`config.mk`:
```
export PLATFORM = sky130hd
export DESIGN_NAME = first_fit_page_allocator
export DESIGN_NICKNAME = d
export VERILOG_FILES = /design/src/sv/ffpa_pkg.sv /design/src/sv/first_fit_page_allocator.sv
export SDC_FILE = /design/constraint.sdc
export NUM_CORES = 2
export LEC_CHECK = 0
export ABC_CLOCK_PERIOD_IN_PS = 10200
export BUFFER_PORTS_ARGS = -buffer_cell sky130_fd_sc_hd__buf_2
export CORE_UTILIZATION = 25
export DETAILED_ROUTE_END_ITERATION = 10
export SYNTH_ARGS = -nofsm -noshare
export SYNTH_HDL_FRONTEND = slang
export SYNTH_SLANG_ARGS = --single-unit
```
`constraint.sdc`:
```
create_clock -name clock -period 10.2 [get_ports clock]
set_input_delay 1.02 -clock clock [delete_from_list [all_inputs] [get_ports clock]]
set_output_delay 1.02 -clock clock [all_outputs]
set_load 0.01 [all_outputs]
```
`src/sv/ffpa_pkg.sv`:
```
`default_nettype none
// ----------------------------------------------------------------------------
// ffpa_pkg
// Shared types and constants of the first-fit page allocator: table geometry,
// field widths, result and mode codes and the request, result and table entry types.
// ----------------------------------------------------------------------------
package ffpa_pkg;

   localparam int NUM_PAGES  = 64;
   localparam int PAGE_BYTES = 4096;
   localparam int PAGE_SHIFT = $clog2(PAGE_BYTES);
   localparam int PAGE_W     = $clog2(NUM_PAGES);
   localparam int CNT_W      = $clog2(NUM_PAGES + 1);
   localparam int BYTES_W    = 19;
   localparam int NEED_W     = BYTES_W - PAGE_SHIFT + 1;

   localparam logic [1:0] ST_OK        = 2'd0;
   localparam logic [1:0] ST_TOO_LARGE = 2'd1;
   localparam logic [1:0] ST_NO_RUN    = 2'd2;
   localparam logic [1:0] ST_NOTHING   = 2'd3;

   localparam logic MODE_ALLOC = 1'b0;
   localparam logic MODE_FREE  = 1'b1;

   typedef struct packed {
      logic                 mode;
      logic [BYTES_W-1:0]   request_bytes;
      logic [PAGE_W-1:0]    free_page;
   } req_type;

   typedef struct packed {
      logic [1:0]           status;
      logic [PAGE_W-1:0]    first_page;
      logic [CNT_W-1:0]     free_pages;
      logic [BYTES_W-1:0]   free_bytes;
   } rsp_type;

   typedef struct packed {
      logic                 used;
      logic [CNT_W-1:0]     run_pages;
      logic [BYTES_W-1:0]   run_bytes;
   } entry_type;

endpackage
`default_nettype wire

```
`src/sv/first_fit_page_allocator.sv`:
```
`default_nettype none
// ----------------------------------------------------------------------------
// first_fit_page_allocator
// Allocates and frees runs of contiguous pages, first fit, from one table.
// ----------------------------------------------------------------------------
// After reset the block clears every page table entry and takes no request
// until it is done. The whole page table (used bit, run length and byte count
// per page) sits in one single-port-write memory with a registered read, and
// one request is worked at a time. An allocation that does not fit the free
// counters goes to its reply without a scan; otherwise the scan reads one page
// per cycle from page 0 until the first fitting run is found or the table
// ends, then writes the run back one page per cycle. A free reads the entry
// at the given page, checks its run length and then clears that run.
// A new request is taken while the previous result still waits on rsp.
// ----------------------------------------------------------------------------
module first_fit_page_allocator (
   input  wire                 clock,
   input  wire                 reset,
   input  wire                 req_valid,
   output logic                req_ready,
   input  wire ffpa_pkg::req_type req_data,
   output logic                rsp_valid,
   input  wire                 rsp_ready,
   output ffpa_pkg::rsp_type   rsp_data
);

   localparam int LIM_W = ffpa_pkg::CNT_W + ffpa_pkg::PAGE_SHIFT;

   typedef enum logic [2:0] {
      S_CLEAR, S_IDLE, S_SCAN, S_ALLOC, S_FREE_RD, S_FREE_CHK, S_FREE_WR, S_REPLY
   } state_type;

   ffpa_pkg::entry_type page_mem_ff [ffpa_pkg::NUM_PAGES];
   ffpa_pkg::entry_type rd_data_ff;

   state_type                          state_ff;
   ffpa_pkg::req_type                  req_ff;
   ffpa_pkg::rsp_type                  rsp_ff;
   logic                               rsp_valid_ff;
   logic [ffpa_pkg::CNT_W-1:0]         pages_left_ff;
   logic [ffpa_pkg::BYTES_W-1:0]       bytes_left_ff;
   logic [ffpa_pkg::CNT_W-1:0]         need_ff;
   logic [ffpa_pkg::PAGE_W-1:0]        start_ff;
   logic [1:0]                         status_ff;
   logic [ffpa_pkg::PAGE_W-1:0]        wr_page_ff;
   logic [ffpa_pkg::CNT_W-1:0]         wr_left_ff;
   logic [ffpa_pkg::PAGE_W-1:0]        scan_addr_ff;
   logic [ffpa_pkg::PAGE_W-1:0]        pend_page_ff;
   logic                               pend_ff;
   logic [ffpa_pkg::CNT_W-1:0]         run_len_ff;
   logic [ffpa_pkg::PAGE_W-1:0]        run_start_ff;

   logic                               wr_en;
   ffpa_pkg::entry_type                wr_data;
   logic [ffpa_pkg::PAGE_W-1:0]        rd_addr;
   logic [ffpa_pkg::NEED_W-1:0]        need_full;
   logic                               too_large;
   logic                               cur_free;
   logic [ffpa_pkg::CNT_W-1:0]         run_len_in;
   logic                               found;
   logic [ffpa_pkg::PAGE_W-1:0]        cand_start;
   logic                               rsp_load;

   assign req_ready = (state_ff == S_IDLE);
   assign rsp_valid = rsp_valid_ff;
   assign rsp_data  = rsp_ff;

   assign need_full = ffpa_pkg::NEED_W'(req_data.request_bytes >> ffpa_pkg::PAGE_SHIFT)
                    + ffpa_pkg::NEED_W'(1);
   assign too_large = (req_data.request_bytes > bytes_left_ff)
                    || (need_full > ffpa_pkg::NEED_W'(pages_left_ff));

   assign cur_free   = !rd_data_ff.used;
   assign run_len_in = cur_free ? run_len_ff + ffpa_pkg::CNT_W'(1) : '0;
   assign found      = pend_ff && cur_free && (run_len_in == need_ff);
   assign cand_start = (run_len_ff == '0) ? pend_page_ff : run_start_ff;
   assign rsp_load   = (state_ff == S_REPLY) && (!rsp_valid_ff || rsp_ready);

   always_comb begin
      wr_en   = 1'b0;
      wr_data = '0;
      rd_addr = req_ff.free_page;
      case (state_ff)
         S_CLEAR, S_FREE_WR: begin
            wr_en = 1'b1;
         end
         S_ALLOC: begin
            wr_en        = 1'b1;
            wr_data.used = 1'b1;
            if (wr_page_ff == start_ff) begin
               wr_data.run_pages = need_ff;
               wr_data.run_bytes = req_ff.request_bytes;
            end
         end
         S_SCAN: begin
            rd_addr = scan_addr_ff;
         end
         default: begin
         end
      endcase
   end

   // page table
   always_ff @(posedge clock) begin
      if (wr_en) begin
         page_mem_ff[wr_page_ff] <= wr_data;
      end
      rd_data_ff <= page_mem_ff[rd_addr];
   end

   always_ff @(posedge clock) begin
      if (reset) begin
         state_ff      <= S_CLEAR;
         rsp_valid_ff  <= 1'b0;
         pages_left_ff <= ffpa_pkg::CNT_W'(ffpa_pkg::NUM_PAGES);
         bytes_left_ff <= ffpa_pkg::BYTES_W'(ffpa_pkg::NUM_PAGES * ffpa_pkg::PAGE_BYTES);
         wr_page_ff    <= '0;
         pend_ff       <= 1'b0;
      end else begin
         if (rsp_load) begin
            rsp_valid_ff <= 1'b1;
         end else if (rsp_ready) begin
            rsp_valid_ff <= 1'b0;
         end
         case (state_ff)
            S_CLEAR: begin
               wr_page_ff <= wr_page_ff + ffpa_pkg::PAGE_W'(1);
               if (wr_page_ff == ffpa_pkg::PAGE_W'(ffpa_pkg::NUM_PAGES - 1)) begin
                  state_ff <= S_IDLE;
               end
            end
            S_IDLE: begin
               if (req_valid) begin
                  req_ff   <= req_data;
                  start_ff <= '0;
                  if (req_data.mode == ffpa_pkg::MODE_FREE) begin
                     state_ff <= S_FREE_RD;
                  end else if (too_large) begin
                     status_ff <= ffpa_pkg::ST_TOO_LARGE;
                     state_ff  <= S_REPLY;
                  end else begin
                     need_ff      <= ffpa_pkg::CNT_W'(need_full);
                     scan_addr_ff <= '0;
                     pend_ff      <= 1'b0;
                     run_len_ff   <= '0;
                     state_ff     <= S_SCAN;
                  end
               end
            end
            S_SCAN: begin
               scan_addr_ff <= scan_addr_ff + ffpa_pkg::PAGE_W'(1);
               pend_page_ff <= scan_addr_ff;
               pend_ff      <= 1'b1;
               if (pend_ff) begin
                  run_len_ff <= run_len_in;
                  if (cur_free && run_len_ff == '0) begin
                     run_start_ff <= pend_page_ff;
                  end
               end
               if (found) begin
                  start_ff   <= cand_start;
                  wr_page_ff <= cand_start;
                  wr_left_ff <= need_ff;
                  state_ff   <= S_ALLOC;
               end else if (pend_ff
                  && pend_page_ff == ffpa_pkg::PAGE_W'(ffpa_pkg::NUM_PAGES - 1)) begin
                  status_ff <= ffpa_pkg::ST_NO_RUN;
                  state_ff  <= S_REPLY;
               end
            end
            S_ALLOC: begin
               wr_page_ff <= wr_page_ff + ffpa_pkg::PAGE_W'(1);
               wr_left_ff <= wr_left_ff - ffpa_pkg::CNT_W'(1);
               if (wr_left_ff == ffpa_pkg::CNT_W'(1)) begin
                  pages_left_ff <= pages_left_ff - need_ff;
                  bytes_left_ff <= bytes_left_ff - req_ff.request_bytes;
                  status_ff     <= ffpa_pkg::ST_OK;
                  state_ff      <= S_REPLY;
               end
            end
            S_FREE_RD: begin
               state_ff <= S_FREE_CHK;
            end
            S_FREE_CHK: begin
               if (rd_data_ff.run_pages == '0) begin
                  status_ff <= ffpa_pkg::ST_NOTHING;
                  state_ff  <= S_REPLY;
               end else begin
                  pages_left_ff <= pages_left_ff + rd_data_ff.run_pages;
                  bytes_left_ff <= bytes_left_ff + rd_data_ff.run_bytes;
                  wr_page_ff    <= req_ff.free_page;
                  wr_left_ff    <= rd_data_ff.run_pages;
                  status_ff     <= ffpa_pkg::ST_OK;
                  state_ff      <= S_FREE_WR;
               end
            end
            S_FREE_WR: begin
               wr_page_ff <= wr_page_ff + ffpa_pkg::PAGE_W'(1);
               wr_left_ff <= wr_left_ff - ffpa_pkg::CNT_W'(1);
               if (wr_left_ff == ffpa_pkg::CNT_W'(1)) begin
                  state_ff <= S_REPLY;
               end
            end
            S_REPLY: begin
               if (rsp_load) begin
                  rsp_ff.status     <= status_ff;
                  rsp_ff.first_page <= start_ff;
                  rsp_ff.free_pages <= pages_left_ff;
                  rsp_ff.free_bytes <= bytes_left_ff;
                  state_ff          <= S_IDLE;
               end
            end
            default: begin
               state_ff <= S_IDLE;
            end
         endcase
      end
   end

   a_pages_bound: assert property (@(posedge clock) disable iff (reset)
      pages_left_ff <= ffpa_pkg::CNT_W'(ffpa_pkg::NUM_PAGES))
      else $error("free page count beyond table size");

   a_bytes_cover: assert property (@(posedge clock) disable iff (reset)
      (LIM_W'(pages_left_ff) << ffpa_pkg::PAGE_SHIFT) <= LIM_W'(bytes_left_ff))
      else $error("free bytes below free pages times page size");

   a_fail_start: assert property (@(posedge clock) disable iff (reset)
      rsp_valid_ff && rsp_ff.status != ffpa_pkg::ST_OK |-> rsp_ff.first_page == '0)
      else $error("failed request reports a first page");

   a_scan_hold: assert property (@(posedge clock) disable iff (reset)
      state_ff == S_SCAN && pend_ff |-> run_len_ff < need_ff)
      else $error("scan ran past a fitting run");

endmodule
`default_nettype wire

```
Word level (Yosys, flattened, before mapping) --
Memories as Yosys holds them, arrays and structs flattened. A register that Yosys moved wholly into a read port is not among the register bits. Cells that the tools add are included.
Operators by class: add/subtract/negate cells 9, order comparisons 2, equal/unequal tests 26, mux-type cells 55, bitwise operators 3, reductions and logical operators 34
Operator list (number):
- 7-bit two-way mux | 9
- 6-bit two-way mux | 8
- 19-bit two-way mux | 2
- 19-bit one-hot mux with 2 select lines | 1
- 7-bit one-hot mux with 2 select lines | 2
- 27-bit two-way mux | 1
- 26-bit two-way mux | 1
- 3-bit two-way mux | 8
- 6-bit one-hot mux with 2 select lines | 2
- 2-bit != test (second input constant) | 11
- 3-bit one-hot mux with 7 select lines | 1
- 7-bit one-hot mux with 3 select lines | 1
- 19-bit adder | 1
- 19-bit > comparator | 1
- 19-bit subtractor | 1
- 6-bit one-hot mux with 3 select lines | 1
- 4-bit AND reduction | 4
- 5-bit AND reduction | 3
- 7-bit zero test | 2
- 2-bit two-way mux | 7
- 6-bit by 1-bit adder with 6-bit output (second input constant) | 2
- 3-bit == test (second input constant) | 4
- 6-bit == test (second input constant) | 2
- 3-bit AND reduction | 4
- 29 further kinds | 50
Storage, ports and cells: flip-flop bits (word level) 143, RAM bits 1728, output and inout bits 36, logic and storage cells 150, memories 1
Memories:
- page_mem_ff | words 64, width 27, rd ports 1, clocked after Yosys merged registers in 1, wr ports 1, line first_fit_page_allocator.sv:33 | ffpa_pkg::entry_type page_mem_ff [ffpa_pkg::NUM_PAGES];

Depth between registers and ports, before layout --
depth in word-level cells 7, gate-level depth with buffers 18

Worst setup path before layout --
No wires, ideal clock.
path type flip-flop to flip-flop, from register state_ff[1], to memory page_mem_ff[40][0] (netlist name) (enable), arrival 4385 ps, required time 9720 ps, slack 5335 ps, cell stages (with the launch flop) 8, path buffers 2, cell sequence dfxtp_1 -> clkbuf_1 -> nor2_1 -> nor3_1 -> a21o_1 -> clkbuf_1 -> nand4b_1 -> nor4_1
Between the ends: cells in the longest elaborated chain, start to end 5
RTL lines:
- start: declaration | line first_fit_page_allocator.sv:36 | state_type state_ff;
- start signal: assignment | line first_fit_page_allocator.sv:113 | state_ff <= S_CLEAR;
- start signal: assignment | line first_fit_page_allocator.sv:129 | state_ff <= S_IDLE;
- start signal: assignment | line first_fit_page_allocator.sv:137 | state_ff <= S_FREE_RD;
- 3-bit == test (tied with other cells) | line first_fit_page_allocator.sv:83 | case (state_ff)
- 3-bit OR reduction (no line) *
- 1-bit two-way mux * | line first_fit_page_allocator.sv:83
- 1-bit two-way mux * | line first_fit_page_allocator.sv:105 | if (wr_en) begin
- 1-bit two-way mux (not written as such) * | line first_fit_page_allocator.sv:106 | page_mem_ff[wr_page_ff] <= wr_data;
- end: declaration | line first_fit_page_allocator.sv:33
Mark *: on every way between the ends. The rest lies on a longest branch, timed or not.

Final worst setup path --
from register state_ff[1], to register, netlist name rd_data_ff[18]
Between the ends: cells in the longest elaborated chain, start to end 2
RTL lines (line):
- 3-bit by 2-bit == test with 1-bit output | first_fit_page_allocator.sv:83
- 6-bit two-way mux | first_fit_page_allocator.sv:83
Every way passes these cells. A chain may end at the register's enable or synchronous reset.

==> results.yml <==
run_status:
  run_status: "complete, but fails checks"
  violations: "design-rule violations"
power:
  power_per_cell_area_mw_per_mm2: 214
  combPwrFrac_pct: 16.5
  leakage_nw: 29.8
  power.clock.fraction_pct: 35.3
  p_seq_share_pct: 48.2
  power_report.internal_total_w: 0.0136
  worst_ir_drop_vdd_v: 0.000137
  p_sw_share_pct: 28.5
  total_switching_power_w: 0.00542
detailed_routing:
  ant_nets: 0
  totalWireLength_um: 218000
  drt_iter0_drc: 5765
  detail_route.first_pass.iterations: 9
  post_drt_wl_per_cell_um: 21.2
  drt_drc_violations_left: 34
  route.vias.total: 49864
  detail_route.vias_per_cell: 4.84
timing:
  maxSlewViolCount: 0
  max_freq_mhz: 184
  finalSetupViolations: 0
  min_period_ns: 5.45
  final.setup.worst_slack_ns: 4.75
  fin_setup_tns_ns: 0
  setup_repair_after_global_routing_missed_its_margin: "no"
  whs_ns: 0.353
  worst-slew-pin-transition_ns: 1.23
  clock_skew_after_layout_ns: 0.0506
  timing.max_slew.rel_slack_pct: 17.5
  final-hold-violation-count: 0
  final_min_period_over_clock_period_pct: 53.4
clocking:
  root_buffer: "sky130_fd_sc_hd__clkbuf_16"
  cts_htree_levels: 4
  tritoncts: "yes"
  cts_buffers: 184
  cts_buffer_depth: 3
  ctsHoldBuffers: 0
  cts_sinks: 1898
  cts_post_setup_buffers_inserted: 0
  postCtsResizedCells: 0
  worst_skew_pair_latency_ns: 0.86
  clkSlewWorstSetupHoldPaths_ns: 0.07
global_routing:
  globalRouteTotalUtil_pct: 13.4
  grt_max_degree: 172
  grt_pass1_vias: 47683
  grt_first_pass_wirelength_um: 318000
  antenna_found_initial: 10
  grt_overflow_total: 0
worst_setup_path:
  worst_r2r_path_depth: 8
  crit_top_cell: "sky130_fd_sc_hd__buf_4"
  critPathLaunchType: "flop"
  worstPathCellList: "or3b_4 > mux2_8 > buf_4 > buf_4 > a311oi_1 > o21ai_0 > nand4_1 > or3_1"
  critical-path-max-stage-delay_ns: 0.80
  cp_data_arrival_time_ns: 6.18
  critical_path_required_ns: 10.94
  number_of_gates_on_the_worst_path_with_buffers_counted: 8
  crit_path_max_fanout: 101
  worst_setup_path_end_kind: "flop"
  critical_path.top_delay_family: "simple AND/OR/NAND/NOR gates"
  criticalPathCategory: "reg -> reg"
  timing.critical_path.slowest_stage_cell: "sky130_fd_sc_hd__mux2_8"
  cp.buffers_inverters: 2
layout:
  syn_to_final_growth_pct: 14.5
  finalCoreUtilization_pct: 28.8
  drive_gt1_share_pct: 9.42
  stdcell_count: 10311
  layout.cells.most_common: "sky130_fd_sc_hd__edfxtp_1"
  layout.cells.most_common_list: "sky130_fd_sc_hd__edfxtp_1, sky130_fd_sc_hd__nand2_1, sky130_fd_sc_hd__and3_1"
  layout.nets: 6123
place:
  dp_cells: 9965
  finalWeightedCongestion: 0.817
  detailed_place_hpwl_um: 116000
  port-buffer-count: 65
  dp_slack_ns: 4.77
synth:
  synth_top_flop_cell: "sky130_fd_sc_hd__edfxtp_1"
  postSynthRegisterBits: 1898
  synth_edf_count: 1834
  ys_warn_count: 0
  seq_area_frac_synth_pct: 72.5
  synth_async_sr_flop_share_pct: 0
  post_synth_cell_types: 68
  synth.avg_cell_area_um2: 12.9
  syn-cell-area_mm2: 0.0777
  netlist_instances: 6037
  mappedNetlistNets: 6129
floorplan:
  rows: 204
  design.die.area_mm2: 0.313
  chipHeight_um: 559
  num_io_pins: 66
  fp.dieW_um: 559
  floorplan.initialDensity_pct: 25.1
  core_mm2: 0.309
worst_hold_path:
  timing.hold.worst.class: "in -> reg"
  whs_path_depth: 1
job:
  max_cap_violations: 0
==> worst paths after layout <==
check	slack, ns	from	endpoint
max	4.75	state_ff[1]	rd_data_ff[18]
min	0.35	req_data[0]	req_ff[0]
max reg2reg	4.75	state_ff[1]	rd_data_ff[18]
min reg2reg	0.43	status_ff[1]	rsp_data[33]
==> power groups by stage <==
stage	Combinational [W]	Clock [W]	Sequential, W
final	0.00314	0.00673	0.00917
after global routing	0.00341	0.00712	0.00920
after CTS	0.00314	0.00684	0.00916
after detailed placement	0.00313	0	0.00932
after global placement	0.00308	0	0.00931
after floorplan	0.00206	0	0.00922
==> stage by stage <==
stage          area [um2]  power, W
6_report            88900    0.0190
5_1_grt             88900    0.0197
4_1_cts             88900    0.0191
3_5_place_dp        83000    0.0124
3_3_place_gp        83000    0.0124
2_1_floorplan       77700    0.0113
==> Yosys cell counts, types with 5 or more instances <==
| cell | count | area share, % |
|---|---|---|
| sky130_fd_sc_hd__a21o_1 | 16 | 0.15 |
| sky130_fd_sc_hd__o211ai_1 | 5 | 0.048 |
| sky130_fd_sc_hd__buf_6 | 18 | 0.26 |
| sky130_fd_sc_hd__inv_1 | 48 | 0.23 |
| sky130_fd_sc_hd__nand3_1 | 238 | 1.5 |
| sky130_fd_sc_hd__buf_1 | 37 | 0.18 |
| sky130_fd_sc_hd__o21ai_1 | 22 | 0.14 |
| sky130_fd_sc_hd__buf_2 | 125 | 0.81 |
| sky130_fd_sc_hd__o31ai_1 | 12 | 0.12 |
| sky130_fd_sc_hd__nor3_1 | 18 | 0.12 |
| sky130_fd_sc_hd__nand2_1 | 1810 | 8.7 |
| sky130_fd_sc_hd__a21oi_1 | 82 | 0.53 |
| sky130_fd_sc_hd__nor2b_1 | 8 | 0.064 |
| sky130_fd_sc_hd__a311oi_1 | 326 | 3.7 |
| sky130_fd_sc_hd__nand3b_1 | 9 | 0.087 |
| sky130_fd_sc_hd__a2111oi_0 | 5 | 0.056 |
| sky130_fd_sc_hd__mux2_2 | 8 | 0.12 |
| sky130_fd_sc_hd__o21ai_0 | 105 | 0.68 |
| sky130_fd_sc_hd__edfxtp_1 | 1834 | 71 |
| sky130_fd_sc_hd__dfxtp_1 | 64 | 1.6 |
| sky130_fd_sc_hd__nand2b_1 | 16 | 0.13 |
| sky130_fd_sc_hd__clkbuf_1 | 213 | 1.0 |
| sky130_fd_sc_hd__nor4_1 | 12 | 0.097 |
| sky130_fd_sc_hd__nand4_1 | 32 | 0.26 |
| sky130_fd_sc_hd__a211oi_1 | 16 | 0.15 |
| sky130_fd_sc_hd__mux2i_1 | 17 | 0.22 |
| sky130_fd_sc_hd__o21bai_1 | 5 | 0.048 |
| sky130_fd_sc_hd__o22ai_1 | 68 | 0.55 |
| sky130_fd_sc_hd__nor3b_1 | 7 | 0.068 |
| sky130_fd_sc_hd__a31oi_1 | 116 | 0.93 |
| sky130_fd_sc_hd__and3_1 | 335 | 2.7 |
| sky130_fd_sc_hd__and2_1 | 30 | 0.24 |
| sky130_fd_sc_hd__nor2_1 | 158 | 0.76 |
| sky130_fd_sc_hd__buf_4 | 5 | 0.048 |
| sky130_fd_sc_hd__ha_1 | 60 | 0.97 |
| sky130_fd_sc_hd__xnor2_1 | 34 | 0.38 |
| sky130_fd_sc_hd__or3_1 | 37 | 0.30 |
| sky130_fd_sc_hd__xor2_1 | 33 | 0.37 |
==> metal layers <==
layer | wire length [um] | GRT usage (%)
met1 | 91700 | 18.2
met2 | 101000 | 21.4
met3 | 19200 | 2.53
met4 | 6750 | 4.72
met5 | 7 | 0
==> cells by family after synthesis <==
group                      share of synthesized area, %
buffers and inverters                              2.56
and+or+nand+nor                                    15.3
AOI/OAI and AO/OA                                  7.37
DFF                                                72.5
muxes                                             0.422
xor gates and xnor gates                          0.784
adders and majority gates                          1.03
==> area by class of cell <==
| cell class | instances | area (um2) |
|---|---|---|
| well taps | 4120 | 5150 |
| inverters | 49 | 184 |
| diodes | 5 | 12.5 |
| clock buffers | 252 | 4940 |
| multi-input cells | 3692 | 19800 |
| repair buffers | 206 | 1480 |
| clock inverters | 89 | 962 |
| flip-flops and latches | 1898 | 56400 |
| fillers | 31004 | 220000 |
==> registers in the layout, summed over array words and instances, names as in the netlist <==
register / flops
pend_ff: 1
run_len_ff: 7
req_ff: 25
rsp_valid: 1
rsp_data: 34
wr_page_ff: 6
pend_page_ff: 6
rd_data_ff: 27
status_ff: 2
pages_left_ff: 7
need_ff: 7
run_start_ff: 6
page_mem_ff: 1728
bytes_left_ff: 19
state_ff: 3
wr_left_ff: 7
start_ff: 6
scan_addr_ff: 6
No activity file was read; power rests on OpenSTA's default activity.
